[src/rtl/great_circle_distance_top_assert.svh]
// assertion macros for the great-circle distance block
`ifndef GREAT_CIRCLE_DISTANCE_TOP_ASSERT_SVH
`define GREAT_CIRCLE_DISTANCE_TOP_ASSERT_SVH
`ifndef NO_ASSERTIONS
`define GCD_ASSERT_IMPLY(label, clk, rst, ante, cons) \
   label: assert property (@(posedge clk) disable iff (rst) (ante) |-> (cons)) \
      else $error("gcd check failed");
`define GCD_ASSERT_AFTER(label, clk, rst, ante, dly, cons) \
   label: assert property (@(posedge clk) disable iff (rst) (ante) |-> ##dly (cons)) \
      else $error("gcd latency check failed");
`else
`define GCD_ASSERT_IMPLY(label, clk, rst, ante, cons)
`define GCD_ASSERT_AFTER(label, clk, rst, ante, dly, cons)
`endif
`endif

[src/rtl/gcd_pkg.sv]
// shared types, constants and helper functions of the great-circle distance block
package gcd_pkg;

   localparam int CORDIC_STAGES_DEF = 32;
   localparam int SQRT_STEPS = 31;
   localparam int XY_W = 34;
   localparam int Z_W = 33;
   localparam int UNITS_W = 33;
   localparam int RAD_W = 61;
   localparam int ROOT_W = 31;
   localparam int DIST_W = 35;

   localparam logic [63:0] PI_Q29 = 64'd1686629713;
   localparam logic signed [Z_W-1:0] PI_Z = 33'sd1686629713;
   localparam logic signed [Z_W-1:0] HALF_PI_Z = 33'sd843314856;
   localparam logic signed [XY_W-1:0] GAIN_INV_Q30 = 34'sd652032874;
   localparam logic [63:0] FULL_DIV = 64'd1800000000;
   localparam logic [63:0] HALF_DIV = 64'd3600000000;
   localparam logic [ROOT_W-1:0] ONE_Q30 = 31'd1073741824;
   localparam logic [32:0] RADIUS_MM = 33'd6371000000;
   localparam logic [63:0] DIST_ROUND = 64'd134217728;

   typedef struct packed {
      logic signed [XY_W-1:0] x;
      logic signed [XY_W-1:0] y;
      logic signed [Z_W-1:0]  z;
   } cordic_type;

   typedef struct packed {
      logic [RAD_W-1:0] rem;
      logic [RAD_W-1:0] root;
   } sqrt_type;

   function automatic logic signed [Z_W-1:0] stage_angle(input int unsigned i);
      logic signed [Z_W-1:0] ang;
      case (i)
         0: ang = 33'sd421657428;
         1: ang = 33'sd248918915;
         2: ang = 33'sd131521918;
         3: ang = 33'sd66762579;
         4: ang = 33'sd33510843;
         5: ang = 33'sd16771758;
         6: ang = 33'sd8387925;
         7: ang = 33'sd4194219;
         8: ang = 33'sd2097141;
         9: ang = 33'sd1048575;
         default: ang = (i <= 29) ? $signed(Z_W'(64'd1 << (29 - i))) : '0;
      endcase
      return ang;
   endfunction

   // q30 product: magnitudes multiplied, rounded half up, sign put back
   function automatic logic signed [XY_W-1:0] mul_q30(input logic signed [XY_W-1:0] a,
                                                      input logic signed [XY_W-1:0] b);
      logic [XY_W-1:0] fa, fb;
      logic [31:0] ma, mb;
      logic [63:0] p;
      logic [XY_W-1:0] r;
      fa = a[XY_W-1] ? XY_W'(-a) : XY_W'(a);
      fb = b[XY_W-1] ? XY_W'(-b) : XY_W'(b);
      ma = fa[31:0];
      mb = fb[31:0];
      p = 64'(ma) * 64'(mb);
      r = XY_W'((p + 64'd536870912) >> 30);
      return (a[XY_W-1] ^ b[XY_W-1]) ? -$signed(r) : $signed(r);
   endfunction

endpackage

[src/rtl/gcd_sqrt_cell.sv]
// one restoring square-root digit cell
module gcd_sqrt_cell #(
   parameter int STEP = 0
) (
   input  logic              clock,
   input  gcd_pkg::sqrt_type src,
   output gcd_pkg::sqrt_type dst
);

   localparam logic [gcd_pkg::RAD_W-1:0] BIT =
      gcd_pkg::RAD_W'(64'd1 << (2 * (gcd_pkg::SQRT_STEPS - 1 - STEP)));

   logic [gcd_pkg::RAD_W:0] trial;
   gcd_pkg::sqrt_type data_ff, data_in;

   always_comb begin
      trial = {1'b0, src.root} + {1'b0, BIT};
      if ({1'b0, src.rem} >= trial) begin
         data_in.rem = src.rem - trial[gcd_pkg::RAD_W-1:0];
         data_in.root = (src.root >> 1) + BIT;
      end else begin
         data_in.rem = src.rem;
         data_in.root = src.root >> 1;
      end
   end

   always_ff @(posedge clock) begin
      data_ff <= data_in;
   end

   assign dst = data_ff;

endmodule

[config.mk]
export PLATFORM = sky130hd
export DESIGN_NAME = gcd_sqrt_cell
export DESIGN_NICKNAME = d
export VERILOG_FILES = /design/src/rtl/great_circle_distance_top_assert.svh /design/src/rtl/gcd_pkg.sv /design/src/rtl/gcd_sqrt_cell.sv
export SDC_FILE = /design/constraint.sdc
export NUM_CORES = 1
export LEC_CHECK = 0
export ABC_AREA = 0
export BUFFER_PORTS_ARGS = -buffer_cell sky130_fd_sc_hd__clkbuf_2
export CAP_MARGIN = 25
export CORE_MARGIN = 2
export CORE_UTILIZATION = 35
export DETAILED_ROUTE_END_ITERATION = 12
export PLACE_DENSITY = 0.71
export SLEW_MARGIN = 25
export SYNTH_ARGS = -nofsm -noshare
export SYNTH_HDL_FRONTEND = slang
export SYNTH_SLANG_ARGS = --single-unit
[constraint.sdc]
create_clock -name clock -period 5.3 [get_ports clock]
set_input_delay 0.53 -clock clock [delete_from_list [all_inputs] [get_ports clock]]
set_output_delay 0.53 -clock clock [all_outputs]
set_load 0.03 [all_outputs]
==> out/summary.txt <==
Dpl hpwl - 15790 um
Total number of vias - 6813
Syn Nets - 1037
Routed wl met2 - 9184 um
CP Class - in2reg
RSZ-0062 raised after global routing - false
Tot GR Track Use - 0.1910
Initial core utilization - 0.3562
Drt pass-1 iters - 7
Setup ws final - 1.227 ns
Most used flip-flop cell after synthesis - dfxtp_1
Metal-1 WL - 8684 um
Setup TNS - 0 ns
Clk sink count - 122
Mean post-synth cell area - 8.145 sq um
Slowest cell on crit path - inv_4
CTS Buf Count - 17
H-tree levels - 4
Yosys reg bits - 122
Core Region - 19460 sq um
Crit path cell chain - clkbuf_2 > inv_1 > ha_1 > nand2_1 > nor4_1 > nand3_1 > a31oi_1 > a211oi_4 > o221ai_2 > o2111a_2 > nor2_8 > inv_4 > mux2_2
Leak Pwr - 4.407 nW
Die Width - 144.7 um
Cells after Synth - 851
Clk slew on worst S/H paths - 0.06 ns
Min-delay worst type - in2reg
Final cycle utilization of the critical path - 0.7685
F_max - 245.5 MHz
Port Buffer Count - 244
Area Growth Syn to Fin - 28.25%
DR WL/cell - 14.91 um
Multi-input gate area - 3996 sq um
Pint - 2.090 mW
Status - finished, final reports clean
Vias in the first global route - 6469
Clk buf depth - 2
DRC - 0
Power share of the clock group - 0.385
Die area - 20950 sq um
Startpoint types - primary input
Routed wire length - 20130 um
Register area - 2442 sq um
Clock root cell - clkbuf_16
Crit end category - flip-flop
# rows - 51
Pwr Density - 348.6 nW/um^2
Die height - 144.7 um
Max reg flops - 122
Max Transition Viols Final - 0
Antenna Cells - 0
Hold Fails Final Rpt - 0
Sequential share of power - 0.332
Post-synthesis instance area - 6932 sq um
Async SR Flop Fraction - 0
Max VDD drop - 0.2277 mV
Worst-Margin Slew - 0.8611 ns
Nets@finish - 1260
Routed length on met3 - 1567 um
Filler cells - 1945
Number of I/O pins - 245
Sw Share - 0.3256
Fin crit period - 4.073 ns
CTS tree - yes
Sequential share of the synthesized area - 0.3523
Sw Pwr - 1.009 mW
Layout cells sized above 1 - 0.2691
Comb pwr share - 0.283
Slowest stage delay, CP - 0.65 ns
Hold Buf Count CTS - 0
Top Metal Used - met4
Final ANT Viol Nets - 0
Maxcap violations - 0
Crit path max fanout - 91
Gr ovfl total - 0
Iteration-0 DRC Markers - 418
Required @ worst endpoint - 5.62 ns
Max-Slew Margin vs Limit - 0.4260
Setup bufs post-CTS - 0
DP Worst Slack - 0.8210 ns
Initial antenna violation count - 0
Arr. time, crit path - 4.39 ns
DR vias/cell - 5.047
CTS-repair resized insts - 0
Overall Power - 3.099 mW
Count of different cell masters after synthesis - 61
Pin count of the biggest net entering global routing - 92
Post-synth EDFFs - 0
Synth warn - 0
First-pass GRT wire length - 31240 um
Final setup violating endpoints - 0
Final Wtd Congestion - 0.8712
## routing by layer
| layer | GRT usage | vias up |
|---|---|---|
| met2 | 0.3098 | 295 |
| met1 | 0.2328 | 3051 |
| li1 | - | 3410 |
| met5 | 0 | - |
| met4 | 0.08022 | 0 |
| met3 | 0.06252 | 57 |
## final timing paths
path  startpoint       to  depth (start not counted)
max      src[17]  dst[98]                         13
min      src[41]  dst[40]                          1
## power by group through the flow
| stage | Clock [mW] | Combinational, mW | Sequential, mW |
|---|---|---|---|
| global placement | 0 | 0.861 | 1.04 |
| floorplan | 0 | 0.446 | 1.23 |
| global route | 1.27 | 0.959 | 1.04 |
| CTS | 1.22 | 0.875 | 1.03 |
| finish | 1.19 | 0.877 | 1.03 |
| detailed placement | 0 | 0.867 | 1.05 |
## kinds of logic (layout without fill, tap and decap cells)
family,after synthesis,count (layout),synth area share
xor gates and xnor gates,55,55,0.06949
adders and majority gates,63,63,0.1148
and+or+nand+nor,235,235,0.1540
buffers and inverters,118,352,0.07112
DFF,122,122,0.3523
muxes,1,1,0.001624
AOI/OAI and AO/OA,257,257,0.2366
## cell usage after synthesis, drive strengths merged, types with 2 or more instances
cell / n / area [sq um]
a221oi: 4 / 47.55
o41ai: 2 / 17.52
o21ai: 49 / 245.2
nor2: 89 / 350.3
nand4: 25 / 156.4
nand2: 71 / 266.5
or4: 2 / 15.01
buf: 26 / 145.1
a21o: 25 / 187.7
xor2: 24 / 210.2
nor3: 11 / 55.05
inv: 78 / 295.3
o31ai: 5 / 37.54
and2: 5 / 31.28
and3: 3 / 18.77
a21oi: 108 / 574.3
or2: 3 / 18.77
ha: 62 / 775.7
o21a: 6 / 45.04
o211ai: 5 / 37.54
or3: 5 / 31.28
a2111oi: 2 / 23.77
dfxtp: 122 / 2442
o22ai: 3 / 18.77
o21bai: 15 / 112.6
a221o: 2 / 20.02
nand2b: 4 / 25.02
a31oi: 10 / 68.81
a211oi: 6 / 57.56
clkbuf: 14 / 52.55
xnor2: 31 / 271.5
a21boi: 4 / 30.03
nand3: 13 / 65.06
## per-stage QoR
stage / hold WS, ns / util / std cells / cell area, sq um
2_1_floorplan: 0.5577 / - / 851 / 6932
3_3_place_gp: 0.6484 / 0.4258 / 1320 / 8287
3_5_place_dp: 0.6501 / 0.4258 / 1320 / 8287
4_1_cts: 0.1975 / 0.4568 / 1350 / 8890
5_1_grt: 0.1954 / 0.4568 / 1350 / 8890
6_report: 0.2181 / 0.4568 / 1350 / 8890
## critical path, delay by kind of cell
family          cells  cell delay, ns
compound gates      4            1.14
simple gates        4            1.10
mux                 1            0.41
fa+ha+maj           1            0.38
buf+inv             3            0.78
## area by class of cell
class | instances | share of cell area
multi-input combinational | 611 | 0.4495
inverter | 78 | 0.03322
sequential | 122 | 0.2747
clock buffer | 23 | 0.05489
timing repair buffer | 244 | 0.1374
tap | 265 | 0.03730
clock inverter | 7 | 0.01295
## layout by cell type (no fill, tap or decap), types with 5 or more instances in the layout
cell type / n
inv_1: 77
xnor2_1: 31
nor3_1: 11
o21ai_0: 43
o211ai_1: 5
o21bai_1: 15
nor2_1: 88
nand2_1: 71
nand3_1: 13
or3_1: 5
clkbuf_2: 244
nand4_1: 25
o31ai_1: 5
dfxtp_1: 122
a31oi_1: 9
ha_1: 62
o21a_1: 6
o21ai_1: 6
a21oi_1: 103
xor2_1: 24
a21o_1: 25
and2_1: 5
clkbuf_16: 17
a211oi_1: 5
No activity file was read; power rests on OpenSTA's default activity.
