[src/rtl/great_circle_distance_top_assert.svh]
// assertion macros for the great-circle distance block
`ifndef GREAT_CIRCLE_DISTANCE_TOP_ASSERT_SVH
`define GREAT_CIRCLE_DISTANCE_TOP_ASSERT_SVH
`ifndef NO_ASSERTIONS
`define GCD_ASSERT_IMPLY(label, clk, rst, ante, cons) \
   label: assert property (@(posedge clk) disable iff (rst) (ante) |-> (cons)) \
      else $error("gcd check failed");
`define GCD_ASSERT_AFTER(label, clk, rst, ante, dly, cons) \
   label: assert property (@(posedge clk) disable iff (rst) (ante) |-> ##dly (cons)) \
      else $error("gcd latency check failed");
`else
`define GCD_ASSERT_IMPLY(label, clk, rst, ante, cons)
`define GCD_ASSERT_AFTER(label, clk, rst, ante, dly, cons)
`endif
`endif

[src/rtl/gcd_pkg.sv]
// shared types, constants and helper functions of the great-circle distance block
package gcd_pkg;

   localparam int CORDIC_STAGES_DEF = 32;
   localparam int SQRT_STEPS = 31;
   localparam int XY_W = 34;
   localparam int Z_W = 33;
   localparam int UNITS_W = 33;
   localparam int RAD_W = 61;
   localparam int ROOT_W = 31;
   localparam int DIST_W = 35;

   localparam logic [63:0] PI_Q29 = 64'd1686629713;
   localparam logic signed [Z_W-1:0] PI_Z = 33'sd1686629713;
   localparam logic signed [Z_W-1:0] HALF_PI_Z = 33'sd843314856;
   localparam logic signed [XY_W-1:0] GAIN_INV_Q30 = 34'sd652032874;
   localparam logic [63:0] FULL_DIV = 64'd1800000000;
   localparam logic [63:0] HALF_DIV = 64'd3600000000;
   localparam logic [ROOT_W-1:0] ONE_Q30 = 31'd1073741824;
   localparam logic [32:0] RADIUS_MM = 33'd6371000000;
   localparam logic [63:0] DIST_ROUND = 64'd134217728;

   typedef struct packed {
      logic signed [XY_W-1:0] x;
      logic signed [XY_W-1:0] y;
      logic signed [Z_W-1:0]  z;
   } cordic_type;

   typedef struct packed {
      logic [RAD_W-1:0] rem;
      logic [RAD_W-1:0] root;
   } sqrt_type;

   function automatic logic signed [Z_W-1:0] stage_angle(input int unsigned i);
      logic signed [Z_W-1:0] ang;
      case (i)
         0: ang = 33'sd421657428;
         1: ang = 33'sd248918915;
         2: ang = 33'sd131521918;
         3: ang = 33'sd66762579;
         4: ang = 33'sd33510843;
         5: ang = 33'sd16771758;
         6: ang = 33'sd8387925;
         7: ang = 33'sd4194219;
         8: ang = 33'sd2097141;
         9: ang = 33'sd1048575;
         default: ang = (i <= 29) ? $signed(Z_W'(64'd1 << (29 - i))) : '0;
      endcase
      return ang;
   endfunction

   // q30 product: magnitudes multiplied, rounded half up, sign put back
   function automatic logic signed [XY_W-1:0] mul_q30(input logic signed [XY_W-1:0] a,
                                                      input logic signed [XY_W-1:0] b);
      logic [XY_W-1:0] fa, fb;
      logic [31:0] ma, mb;
      logic [63:0] p;
      logic [XY_W-1:0] r;
      fa = a[XY_W-1] ? XY_W'(-a) : XY_W'(a);
      fb = b[XY_W-1] ? XY_W'(-b) : XY_W'(b);
      ma = fa[31:0];
      mb = fb[31:0];
      p = 64'(ma) * 64'(mb);
      r = XY_W'((p + 64'd536870912) >> 30);
      return (a[XY_W-1] ^ b[XY_W-1]) ? -$signed(r) : $signed(r);
   endfunction

endpackage

[src/rtl/gcd_cordic_cell.sv]
// one cordic micro-rotation cell, rotation or vectoring mode
module gcd_cordic_cell #(
   parameter int STAGE     = 0,
   parameter bit VECTORING = 1'b0
) (
   input  logic                clock,
   input  gcd_pkg::cordic_type src,
   output gcd_pkg::cordic_type dst
);

   localparam logic signed [gcd_pkg::Z_W-1:0] ANGLE = gcd_pkg::stage_angle(STAGE);

   logic signed [gcd_pkg::XY_W-1:0] x_sh, y_sh;
   logic pos;
   gcd_pkg::cordic_type data_ff, data_in;

   always_comb begin
      x_sh = $signed(src.x) >>> STAGE;
      y_sh = $signed(src.y) >>> STAGE;
      pos = VECTORING ? src.y[gcd_pkg::XY_W-1] : !src.z[gcd_pkg::Z_W-1];
      if (pos) begin
         data_in.x = $signed(src.x) - y_sh;
         data_in.y = $signed(src.y) + x_sh;
         data_in.z = $signed(src.z) - ANGLE;
      end else begin
         data_in.x = $signed(src.x) + y_sh;
         data_in.y = $signed(src.y) - x_sh;
         data_in.z = $signed(src.z) + ANGLE;
      end
   end

   always_ff @(posedge clock) begin
      data_ff <= data_in;
   end

   assign dst = data_ff;

endmodule

[config.mk]
export PLATFORM = sky130hd
export DESIGN_NAME = gcd_cordic_cell
export DESIGN_NICKNAME = d
export VERILOG_FILES = /design/src/rtl/great_circle_distance_top_assert.svh /design/src/rtl/gcd_pkg.sv /design/src/rtl/gcd_cordic_cell.sv
export SDC_FILE = /design/constraint.sdc
export NUM_CORES = 1
export LEC_CHECK = 0
export BUFFER_PORTS_ARGS = -buffer_cell sky130_fd_sc_hd__buf_2
export CORE_ASPECT_RATIO = 0.5
export CORE_UTILIZATION = 55
export DETAILED_ROUTE_END_ITERATION = 16
export PLACE_DENSITY = 0.8
export SLEW_MARGIN = 20
export SYNTH_ARGS = -nofsm -noshare
export SYNTH_HDL_FRONTEND = slang
export SYNTH_SLANG_ARGS = --single-unit
[constraint.sdc]
create_clock -name clock -period 7.99 [get_ports clock]
set_input_delay 0.3995 -clock clock [delete_from_list [all_inputs] [get_ports clock]]
set_output_delay 0.3995 -clock clock [all_outputs]
set_load 0.05 [all_outputs]
==> flow_metrics.tcl <==
set metrics [dict create \
    share_seq_of_total_power 0.284 \
    tritoncts.num_buffers 9 \
    register_bit_count_reported_by_yosys 100 \
    hold_path.class "in2reg" \
    detailed_place_hpwl_um 22400 \
    power_density_nw_per_um2 208 \
    pwr-share-clk 0.195 \
    finish.net_count 1614 \
    cts_tree "built" \
    timing.critical_path.fanout_max 91 \
    antenna_found_initial 0 \
    global_route.overflow_total 0 \
    cts_hold_repair.buffers 0 \
    post_route_drc_violation_count 0 \
    worst-path-buf-inv 2 \
    yosysWarningCount 0 \
    intPower_uw 1170 \
    placement_rows 33 \
    synthesis.nets 1451 \
    combinationalPowerShare 0.521 \
    postSynth.topFlopCell "sky130_fd_sc_hd__dfxtp_1" \
    max_ffs_per_register 100 \
    fin_ws_ns 4.34 \
    tightestPinTransition_ns 1.06 \
    worst_setup_path_end_kind "register" \
    startpoint_type "input pin" \
    yosysSeqAreaShare 0.211 \
    crit_path_dat_ns 3.90 \
    initial_utilization 0.570 \
    cts.path.max_buffers 2 \
    wire_per_inst_um 17.7 \
    layout_min_cycle_time_ns 3.65 \
    root_buffer "sky130_fd_sc_hd__clkbuf_16" \
    drtPass1Iterations 5 \
    die_width_um 188 \
    floorplan.die.height_um 94.9 \
    fin_setup_tns_ns 0 \
    place.port_buffers 202 \
    rsz0062_at_grt "false" \
    detail_route.iter0.violations 959 \
    viasPerCell 6.07 \
    die_area_um2 17800 \
    synth_async_sr_flop_share 0 \
    synth_enable_flop_cells 0 \
    crit_type "in2reg" \
    grt_first_pass_wirelength_um 44700 \
    crit_path_max_incr_delay_ns 0.79 \
    avgSynthCellArea_um2 7.80 \
    maximum_number_of_pins_on_one_net_before_global_route_repair 92 \
    totalWireLength_um 28500 \
    switchingPower_uw 1090 \
    clock_sinks 100 \
    min-delay-start "src[0]" \
    cp.required_ns 8.24 \
    final_hold_viol_count 0 \
    dr_total_vias 9782 \
    timing_max_transition_violations_final 0 \
    clk_pin_slew_worst_paths_ns 0.07 \
    track_usage 0.316 \
    drv.max_cap_violation_count 0 \
    ctsResizeCount 0 \
    dp_worst_setup_slack_ns 4.01 \
    flow.area_growth_from_synthesis_pct 14.4 \
    placeableCoreArea_um2 16600 \
    htreeDepth 3 \
    p_leak_uw 0.00519 \
    setup_violations 0 \
    max-vdd-ir-drop_v 0.000149 \
    hold-path-endpoint "dst[0]$_DFF_P_" \
    post_synth_instance_area_um2 9490 \
    hold_path_depth 1 \
    mapped_cells 1217 \
    cpMaxStageDelayCell "sky130_fd_sc_hd__buf_4" \
    swShare 0.482 \
    cts.repair_timing.setup_buffer_count 0 \
    clock.fmax_ghz 0.274 \
    ys_types 77 \
    run_status "complete, no violations" \
    worst_slew_margin_rel 0.293 \
    gp_congestion 0.967 \
    detail-route-antenna-nets 0 \
    period_share 0.457 \
    number_of_global_route_vias_before_repair 8916 \
    fraction_of_layout_instances_using_a_drive_strength_above_1 0.177 \
    num_io_pins 203 \
    crit_chain "buf_4 -> buf_4 -> ha_1 -> a211oi_2 -> nor2_1 -> o31a_1 -> a211o_1 -> a311o_1 -> a21oi_4 -> nor3_1 -> or3b_1" \
    diodes 0 \
    path_delay_family "compound AO/OA/AOI/OAI gates" \
    worst_path_most_repeated_cell "sky130_fd_sc_hd__buf_4" \
]
power groups by stage:
stage	registers (µW)	logic, µW	clock network [µW]
6_report	642	1180	441
3_3_place_gp	650	1150	0
5_1_grt	651	1250	473
3_5_place_dp	654	1160	0
4_1_cts	643	1170	451
2_1_floorplan	1060	474	0
per-layer routing:
metal / vias up / track usage / wire [µm]
met1: 4530 / 0.432 / 12700
met4: 0 / 0.0915 / 542
met5: - / 0 / 0
li1: 4668 / - / -
met3: 60 / 0.0602 / 2850
met2: 524 / 0.505 / 12400
cells by family (layout without fill, tap and decap cells):
logic type | after synthesis | count (layout) | share of synthesized area
AND/OR/NAND/NOR | 300 | 300 | 0.155
multiplexers | 18 | 18 | 0.0190
AO/OA/AOI/OAI | 417 | 417 | 0.291
buffers and inverters | 167 | 335 | 0.0700
adder cells (fa/ha/maj) | 132 | 132 | 0.177
XOR/XNOR | 83 | 83 | 0.0766
flip-flops | 100 | 100 | 0.211
per-stage QoR:
step / std cells / hold slack, ns / total power, µW / instance area (µm²) / utilization
6_report: 1612 / 0.134 / 2260 / 10900 / 0.653
5_1_grt: 1612 / 0.126 / 2370 / 10900 / 0.653
4_1_cts: 1612 / 0.130 / 2260 / 10900 / 0.653
3_5_place_dp: 1596 / 0.508 / 1810 / 10600 / 0.635
3_3_place_gp: 1596 / 0.504 / 1800 / 10600 / 0.635
2_1_floorplan: 1217 / 0.427 / 1540 / 9490 / -
final cells by class:
cell class	instances	area, µm²
well taps	227	284
fillers	1512	5780
repair buffers	204	1030
clock buffers	10	239
clock inverters	6	52.6
inverters	115	432
multi-input cells	950	6830
flip-flops and latches	100	2000
synth_stat cells, types with 21 or more instances:
cell                       count  share of area
sky130_fd_sc_hd__a21o_1       38          0.030
sky130_fd_sc_hd__nor2_1       99          0.039
sky130_fd_sc_hd__ha_1        128           0.17
sky130_fd_sc_hd__a211oi_1     21          0.017
sky130_fd_sc_hd__inv_1       113          0.045
sky130_fd_sc_hd__dfxtp_1     100           0.21
sky130_fd_sc_hd__o21ai_0      71          0.037
sky130_fd_sc_hd__a21oi_1     127          0.067
sky130_fd_sc_hd__nand2_1      56          0.022
sky130_fd_sc_hd__clkbuf_1     22         0.0087
sky130_fd_sc_hd__nand3_1      25          0.013
sky130_fd_sc_hd__xnor2_1      68          0.063
sky130_fd_sc_hd__nor3_1       22          0.012
worst max path at each step:
stage / slack (ns) / to / depth (start not counted) / startpoint
4_1_cts: 4.39 / dst[28]$_DFF_P_ / 11 / src[32]
5_1_grt: 4.23 / dst[28]$_DFF_P_ / 11 / src[32]
3_5_place_dp: 4.01 / dst[28]$_DFF_P_ / 11 / src[32]
2_1_floorplan: 4.49 / dst[28]$_DFF_P_ / 12 / src[32]
3_3_place_gp: 4.08 / dst[28]$_DFF_P_ / 11 / src[32]
6_report: 4.34 / dst[28]$_DFF_P_ / 11 / src[32]
layout by cell type, fill, tap and decap left out, drive strengths merged, types with 9 or more instances in the layout:
cell	n
nand3	25
nor3	22
mux2i	18
xor2	15
nor2	99
a21oi	128
dfxtp	100
xnor2	68
nor2b	17
and3	9
nand4	18
nand2b	12
a31oi	9
o21ai	73
ha	128
buf	204
o21bai	19
o211ai	17
or3	11
nor4	9
inv	117
a21o	38
clkbuf	10
a211oi	24
nand2	56
o21a	19
o31ai	17
(Power assumes the default switching activity.)
