$ cat src/rtl/great_circle_distance_top_assert.svh
// assertion macros for the great-circle distance block
`ifndef GREAT_CIRCLE_DISTANCE_TOP_ASSERT_SVH
`define GREAT_CIRCLE_DISTANCE_TOP_ASSERT_SVH
`ifndef NO_ASSERTIONS
`define GCD_ASSERT_IMPLY(label, clk, rst, ante, cons) \
   label: assert property (@(posedge clk) disable iff (rst) (ante) |-> (cons)) \
      else $error("gcd check failed");
`define GCD_ASSERT_AFTER(label, clk, rst, ante, dly, cons) \
   label: assert property (@(posedge clk) disable iff (rst) (ante) |-> ##dly (cons)) \
      else $error("gcd latency check failed");
`else
`define GCD_ASSERT_IMPLY(label, clk, rst, ante, cons)
`define GCD_ASSERT_AFTER(label, clk, rst, ante, dly, cons)
`endif
`endif

$ cat src/rtl/gcd_pkg.sv
// shared types, constants and helper functions of the great-circle distance block
package gcd_pkg;

   localparam int CORDIC_STAGES_DEF = 32;
   localparam int SQRT_STEPS = 31;
   localparam int XY_W = 34;
   localparam int Z_W = 33;
   localparam int UNITS_W = 33;
   localparam int RAD_W = 61;
   localparam int ROOT_W = 31;
   localparam int DIST_W = 35;

   localparam logic [63:0] PI_Q29 = 64'd1686629713;
   localparam logic signed [Z_W-1:0] PI_Z = 33'sd1686629713;
   localparam logic signed [Z_W-1:0] HALF_PI_Z = 33'sd843314856;
   localparam logic signed [XY_W-1:0] GAIN_INV_Q30 = 34'sd652032874;
   localparam logic [63:0] FULL_DIV = 64'd1800000000;
   localparam logic [63:0] HALF_DIV = 64'd3600000000;
   localparam logic [ROOT_W-1:0] ONE_Q30 = 31'd1073741824;
   localparam logic [32:0] RADIUS_MM = 33'd6371000000;
   localparam logic [63:0] DIST_ROUND = 64'd134217728;

   typedef struct packed {
      logic signed [XY_W-1:0] x;
      logic signed [XY_W-1:0] y;
      logic signed [Z_W-1:0]  z;
   } cordic_type;

   typedef struct packed {
      logic [RAD_W-1:0] rem;
      logic [RAD_W-1:0] root;
   } sqrt_type;

   function automatic logic signed [Z_W-1:0] stage_angle(input int unsigned i);
      logic signed [Z_W-1:0] ang;
      case (i)
         0: ang = 33'sd421657428;
         1: ang = 33'sd248918915;
         2: ang = 33'sd131521918;
         3: ang = 33'sd66762579;
         4: ang = 33'sd33510843;
         5: ang = 33'sd16771758;
         6: ang = 33'sd8387925;
         7: ang = 33'sd4194219;
         8: ang = 33'sd2097141;
         9: ang = 33'sd1048575;
         default: ang = (i <= 29) ? $signed(Z_W'(64'd1 << (29 - i))) : '0;
      endcase
      return ang;
   endfunction

   // q30 product: magnitudes multiplied, rounded half up, sign put back
   function automatic logic signed [XY_W-1:0] mul_q30(input logic signed [XY_W-1:0] a,
                                                      input logic signed [XY_W-1:0] b);
      logic [XY_W-1:0] fa, fb;
      logic [31:0] ma, mb;
      logic [63:0] p;
      logic [XY_W-1:0] r;
      fa = a[XY_W-1] ? XY_W'(-a) : XY_W'(a);
      fb = b[XY_W-1] ? XY_W'(-b) : XY_W'(b);
      ma = fa[31:0];
      mb = fb[31:0];
      p = 64'(ma) * 64'(mb);
      r = XY_W'((p + 64'd536870912) >> 30);
      return (a[XY_W-1] ^ b[XY_W-1]) ? -$signed(r) : $signed(r);
   endfunction

endpackage

$ cat src/rtl/gcd_to_rad.sv
// conversion of 1e-7 degree units to a q3.29 radian angle, three register stages
module gcd_to_rad #(
   parameter logic [63:0] DIVISOR = gcd_pkg::FULL_DIV
) (
   input  logic                                 clock,
   input  logic signed [gcd_pkg::UNITS_W-1:0]   units,
   output logic signed [gcd_pkg::Z_W-1:0]       angle
);

   localparam logic [63:0] RECIP = (gcd_pkg::PI_Q29 << 32) / DIVISOR;
   localparam logic [63:0] HALF = DIVISOR >> 1;
   localparam logic [63:0] TWICE = DIVISOR << 1;

   logic [gcd_pkg::UNITS_W-1:0] mag_full;
   logic [31:0] mag;
   logic [63:0] qp_ff, qp_in, p_ff, p_in, p2_ff, qd_ff, qd_in, r;
   logic [31:0] q0_ff, q;
   logic neg_ff, neg2_ff;
   logic signed [gcd_pkg::Z_W-1:0] angle_ff, angle_in;

   always_comb begin
      mag_full = units[gcd_pkg::UNITS_W-1] ? gcd_pkg::UNITS_W'(-units)
                                           : gcd_pkg::UNITS_W'(units);
      mag = mag_full[31:0];
      // estimate from the reciprocal, then exact remainder fix-up
      qp_in = 64'(mag) * 64'(RECIP[31:0]);
      p_in = 64'(mag) * 64'(gcd_pkg::PI_Q29[31:0]) + HALF;
      qd_in = 64'(qp_ff[63:32]) * 64'(DIVISOR[31:0]);
      r = p2_ff - qd_ff;
      if (r >= TWICE) begin
         q = q0_ff + 32'd2;
      end else if (r >= DIVISOR) begin
         q = q0_ff + 32'd1;
      end else begin
         q = q0_ff;
      end
      angle_in = neg2_ff ? -$signed(gcd_pkg::Z_W'(q)) : $signed(gcd_pkg::Z_W'(q));
   end

   always_ff @(posedge clock) begin
      qp_ff <= qp_in;
      p_ff <= p_in;
      neg_ff <= units[gcd_pkg::UNITS_W-1];
      qd_ff <= qd_in;
      q0_ff <= qp_ff[63:32];
      p2_ff <= p_ff;
      neg2_ff <= neg_ff;
      angle_ff <= angle_in;
   end

   // neg2_ff lines up with the remainder stage
   assign angle = angle_ff;

endmodule

$ cat config.mk
export PLATFORM = sky130hd
export DESIGN_NAME = gcd_to_rad
export DESIGN_NICKNAME = d
export VERILOG_FILES = /design/src/rtl/great_circle_distance_top_assert.svh /design/src/rtl/gcd_pkg.sv /design/src/rtl/gcd_to_rad.sv
export SDC_FILE = /design/constraint.sdc
export NUM_CORES = 2
export LEC_CHECK = 0
export BUFFER_PORTS_ARGS = -buffer_cell sky130_fd_sc_hd__buf_2
export CAP_MARGIN = 20
export CORE_MARGIN = 4
export CORE_UTILIZATION = 51
export DETAILED_ROUTE_END_ITERATION = 10
export GPL_TIMING_DRIVEN = 0
export HOLD_SLACK_MARGIN = 0.05
export PLACE_DENSITY_LB_ADDON = 0.25
export SLEW_MARGIN = 20
export SYNTH_ARGS = -nofsm -noshare
export SYNTH_HDL_FRONTEND = slang
export SYNTH_SLANG_ARGS = --single-unit
$ cat constraint.sdc
create_clock -name clock -period 13.1 [get_ports clock]
set_input_delay 0.655 -clock clock [delete_from_list [all_inputs] [get_ports clock]]
set_output_delay 0.655 -clock clock [all_outputs]
set_load 0.03 [all_outputs]
==> flow_summary.json <==
{
  "cp.required_ns": 13.61,
  "post_cts_buffers": 0,
  "hold_start": "p_ff[25]",
  "critPathLaunch": "units[0]",
  "routed_wl_mm": 147,
  "status": "completed",
  "hold_violations": 0,
  "port_buffers": 66,
  "slew_headroom_pct": 20.4,
  "dp_hpwl_mm": 132,
  "wl_per_cell_um": 21.7,
  "reg2reg_from": "qp_ff[40]",
  "finalCritPeriodShare_pct": 95.2,
  "arrival_ns": 12.98,
  "grt_util_met2_pct": 47.1,
  "die-height_um": 329,
  "coreArea_mm2": 0.102,
  "yosysWarnings": 0,
  "crit_top_cell": "fa_1",
  "synthCells": 5276,
  "tightest_slew_ns": 1.19,
  "crit_type": "primary input to register",
  "grt_setup_unrepaired": "false",
  "clkSinkCount": 260,
  "ios": 67,
  "gr-total-overflow": 0,
  "cap_violations": 0,
  "async_reset_ff_share_pct": 0,
  "critPathSlowestCell": "xor2_1",
  "firstDrtPassIters": 7,
  "clockBufferDepth": 3,
  "numCtsBuffers": 27,
  "cp-end-kind": "register",
  "fin_skew_ns": 0.0258,
  "fmax_ghz": 0.0802,
  "drive_above_1_share_pct": 4.71,
  "ys_types": 99,
  "antenna_found_initial": 3,
  "nFillCells": 9184,
  "grtUsageTotal_pct": 27.9,
  "synth_edf_count": 0,
  "ff_latch_area_mm2": 0.00520,
  "min_period_ns": 12.47,
  "grt_start_max_net_pins": 19,
  "use_met1_pct": 37.4,
  "clock_latency_ns": 0.59,
  "first_iter_violations": 2092,
  "use_met3_pct": 4.21,
  "rows": 117,
  "top_usage_layer": "met2",
  "grt_pass1_vias": 39161,
  "multi_input_area_mm2": 0.0423,
  "hp-class": "register to register",
  "setup_viol": 0,
  "ys_ff_latch": 260,
  "layout.nets": 7332,
  "root_buffer": "clkbuf_16",
  "drc_errors": 0,
  "n_antenna_cell": 0,
  "path_clk_slew_ns": 0.06,
  "critPathMaxStageDelay_ns": 0.76,
  "crit_family": "adder cells",
  "finalCoreUtilization_pct": 54.9,
  "initial_core_util_pct": 51.5,
  "die_w_um": 329,
  "area_growth_pct": 6.59,
  "whs_ns": 0.323,
  "num_vias": 36662,
  "synthFlopType": "dfxtp_1",
  "htree_levels": 1,
  "synthesis.area_mm2": 0.0525,
  "vias_per_cell": 5.41,
  "crit_fanout": 18,
  "gp_congestion": 0.993,
  "path_buf_inv": 6,
  "syn_avg_cell_area_um2": 9.96,
  "startpoint_type": "primary input",
  "seq_area_frac_synth_pct": 9.91,
  "synth_nets": 7218,
  "slew_violations": 0,
  "drtAntennaViolNets": 0,
  "cts_tree": "done",
  "die-area_mm2": 0.108,
  "grt_pass1_wl_mm": 228
}
==> what timing repair did <==
action / in CTS / in global routing
resized for setup: 1 / 4
endpoints found under the hold margin: 0 / 0
hold buffers: 0 / 0
cloned: 0 / 0
setup endpoints to repair: 1 / 4
==> cells by family after synthesis <==
logic type                 share of synthesized area [%]
muxes                                              0.483
DFF                                                 9.91
adders and majority gates                           59.0
buffers and inverters                               10.0
and+or+nand+nor                                     6.93
AOI/OAI and AO/OA                                   9.11
xor gates and xnor gates                            4.48
==> flip-flops by register name, indices dropped and copies added (netlist names) <==
name     cells
p_ff        55
p2_ff       55
qd_ff       51
neg2_ff      1
angle       33
neg_ff       1
q0_ff       32
qp_ff       32
==> metal layers <==
| layer | vias to the layer above | part of all wire, % |
|---|---|---|
| met5 | - | 0 |
| met4 | 0 | 3.4 |
| met3 | 229 | 6.2 |
| met2 | 1051 | 47 |
| met1 | 18186 | 43 |
| li1 | 17196 | - |
==> worst paths after layout <==
path          endpoint  slack (ns)  depth (start not counted)
min          p2_ff[25]        0.32                          0
max reg2reg  qd_ff[62]        5.15                         27
max           p_ff[58]        0.63                         35
min reg2reg  p2_ff[25]        0.32                          0
==> metrics by stage <==
| step | TNS (ns) | setup slack, ns | area [um^2] | instances |
|---|---|---|---|---|
| 6_report | 0 | 0.625 | 56000 | 6777 |
| 5_1_grt | 0 | 0.132 | 56000 | 6777 |
| 4_1_cts | 0 | 0.182 | 56000 | 6777 |
| 3_5_place_dp | -2.37 | -0.580 | 55000 | 6729 |
| 3_3_place_gp | -7.50 | -1.06 | 54600 | 6710 |
| 2_1_floorplan | 0 | 2.97 | 52500 | 5276 |
==> cells in the final DEF (no fill, tap or decap), drive strengths merged, types with 8 or more instances in the layout <==
cell type / Yosys / routed
fa: 953 / 953
o31ai: 27 / 27
or3: 36 / 36
o211ai: 18 / 18
o21ai: 125 / 125
nand4: 48 / 48
nand3: 47 / 47
o41ai: 11 / 11
and2: 20 / 20
nor2b: 28 / 28
inv: 1333 / 1337
mux2i: 16 / 16
o2111ai: 9 / 9
a31oi: 18 / 18
nand3b: 8 / 8
nand2b: 19 / 19
clkbuf: 24 / 55
a21oi: 222 / 222
ha: 955 / 955
xor2: 80 / 80
nor4: 9 / 9
a21boi: 9 / 9
and3: 27 / 27
a2111oi: 13 / 13
o21a: 42 / 42
buf: 33 / 117
o22ai: 8 / 8
or4: 16 / 16
nor2: 180 / 180
or2: 16 / 16
nor3: 64 / 64
xnor2: 189 / 189
nand2: 156 / 156
o21bai: 27 / 27
a211oi: 23 / 23
a21o: 91 / 91
dfxtp: 260 / 260
==> area by class of cell <==
type	count	share of cell area (%)
Buffer	57	0.487
Tap cell	1368	3.06
Inverter	1334	8.94
Sequential cell	260	9.29
Timing Repair Buffer	85	1.02
Multi-Input combinational cell	3625	75.5
Clock inverter	18	0.447
Clock buffer	30	1.26
==> synthesized netlist by cell type (all sizes together) (23+ instances only) <==
library cell | n | area (um^2)
inv | 1333 | 5000
ha | 955 | 11900
fa | 953 | 19100
dfxtp | 260 | 5200
a21oi | 222 | 1110
xnor2 | 189 | 1660
nor2 | 180 | 676
nand2 | 156 | 588
o21ai | 125 | 626
a21o | 91 | 683
xor2 | 80 | 701
nor3 | 64 | 320
nand4 | 48 | 337
nand3 | 47 | 235
o21a | 42 | 315
or3 | 36 | 230
buf | 33 | 180
nor2b | 28 | 175
and3 | 27 | 169
o21bai | 27 | 206
o31ai | 27 | 203
clkbuf | 24 | 90.1
a211oi | 23 | 188
Power is left out: the tool's default activity adds up to more than one toggle a clock period on the data nets, which glitch-free logic cannot reach.
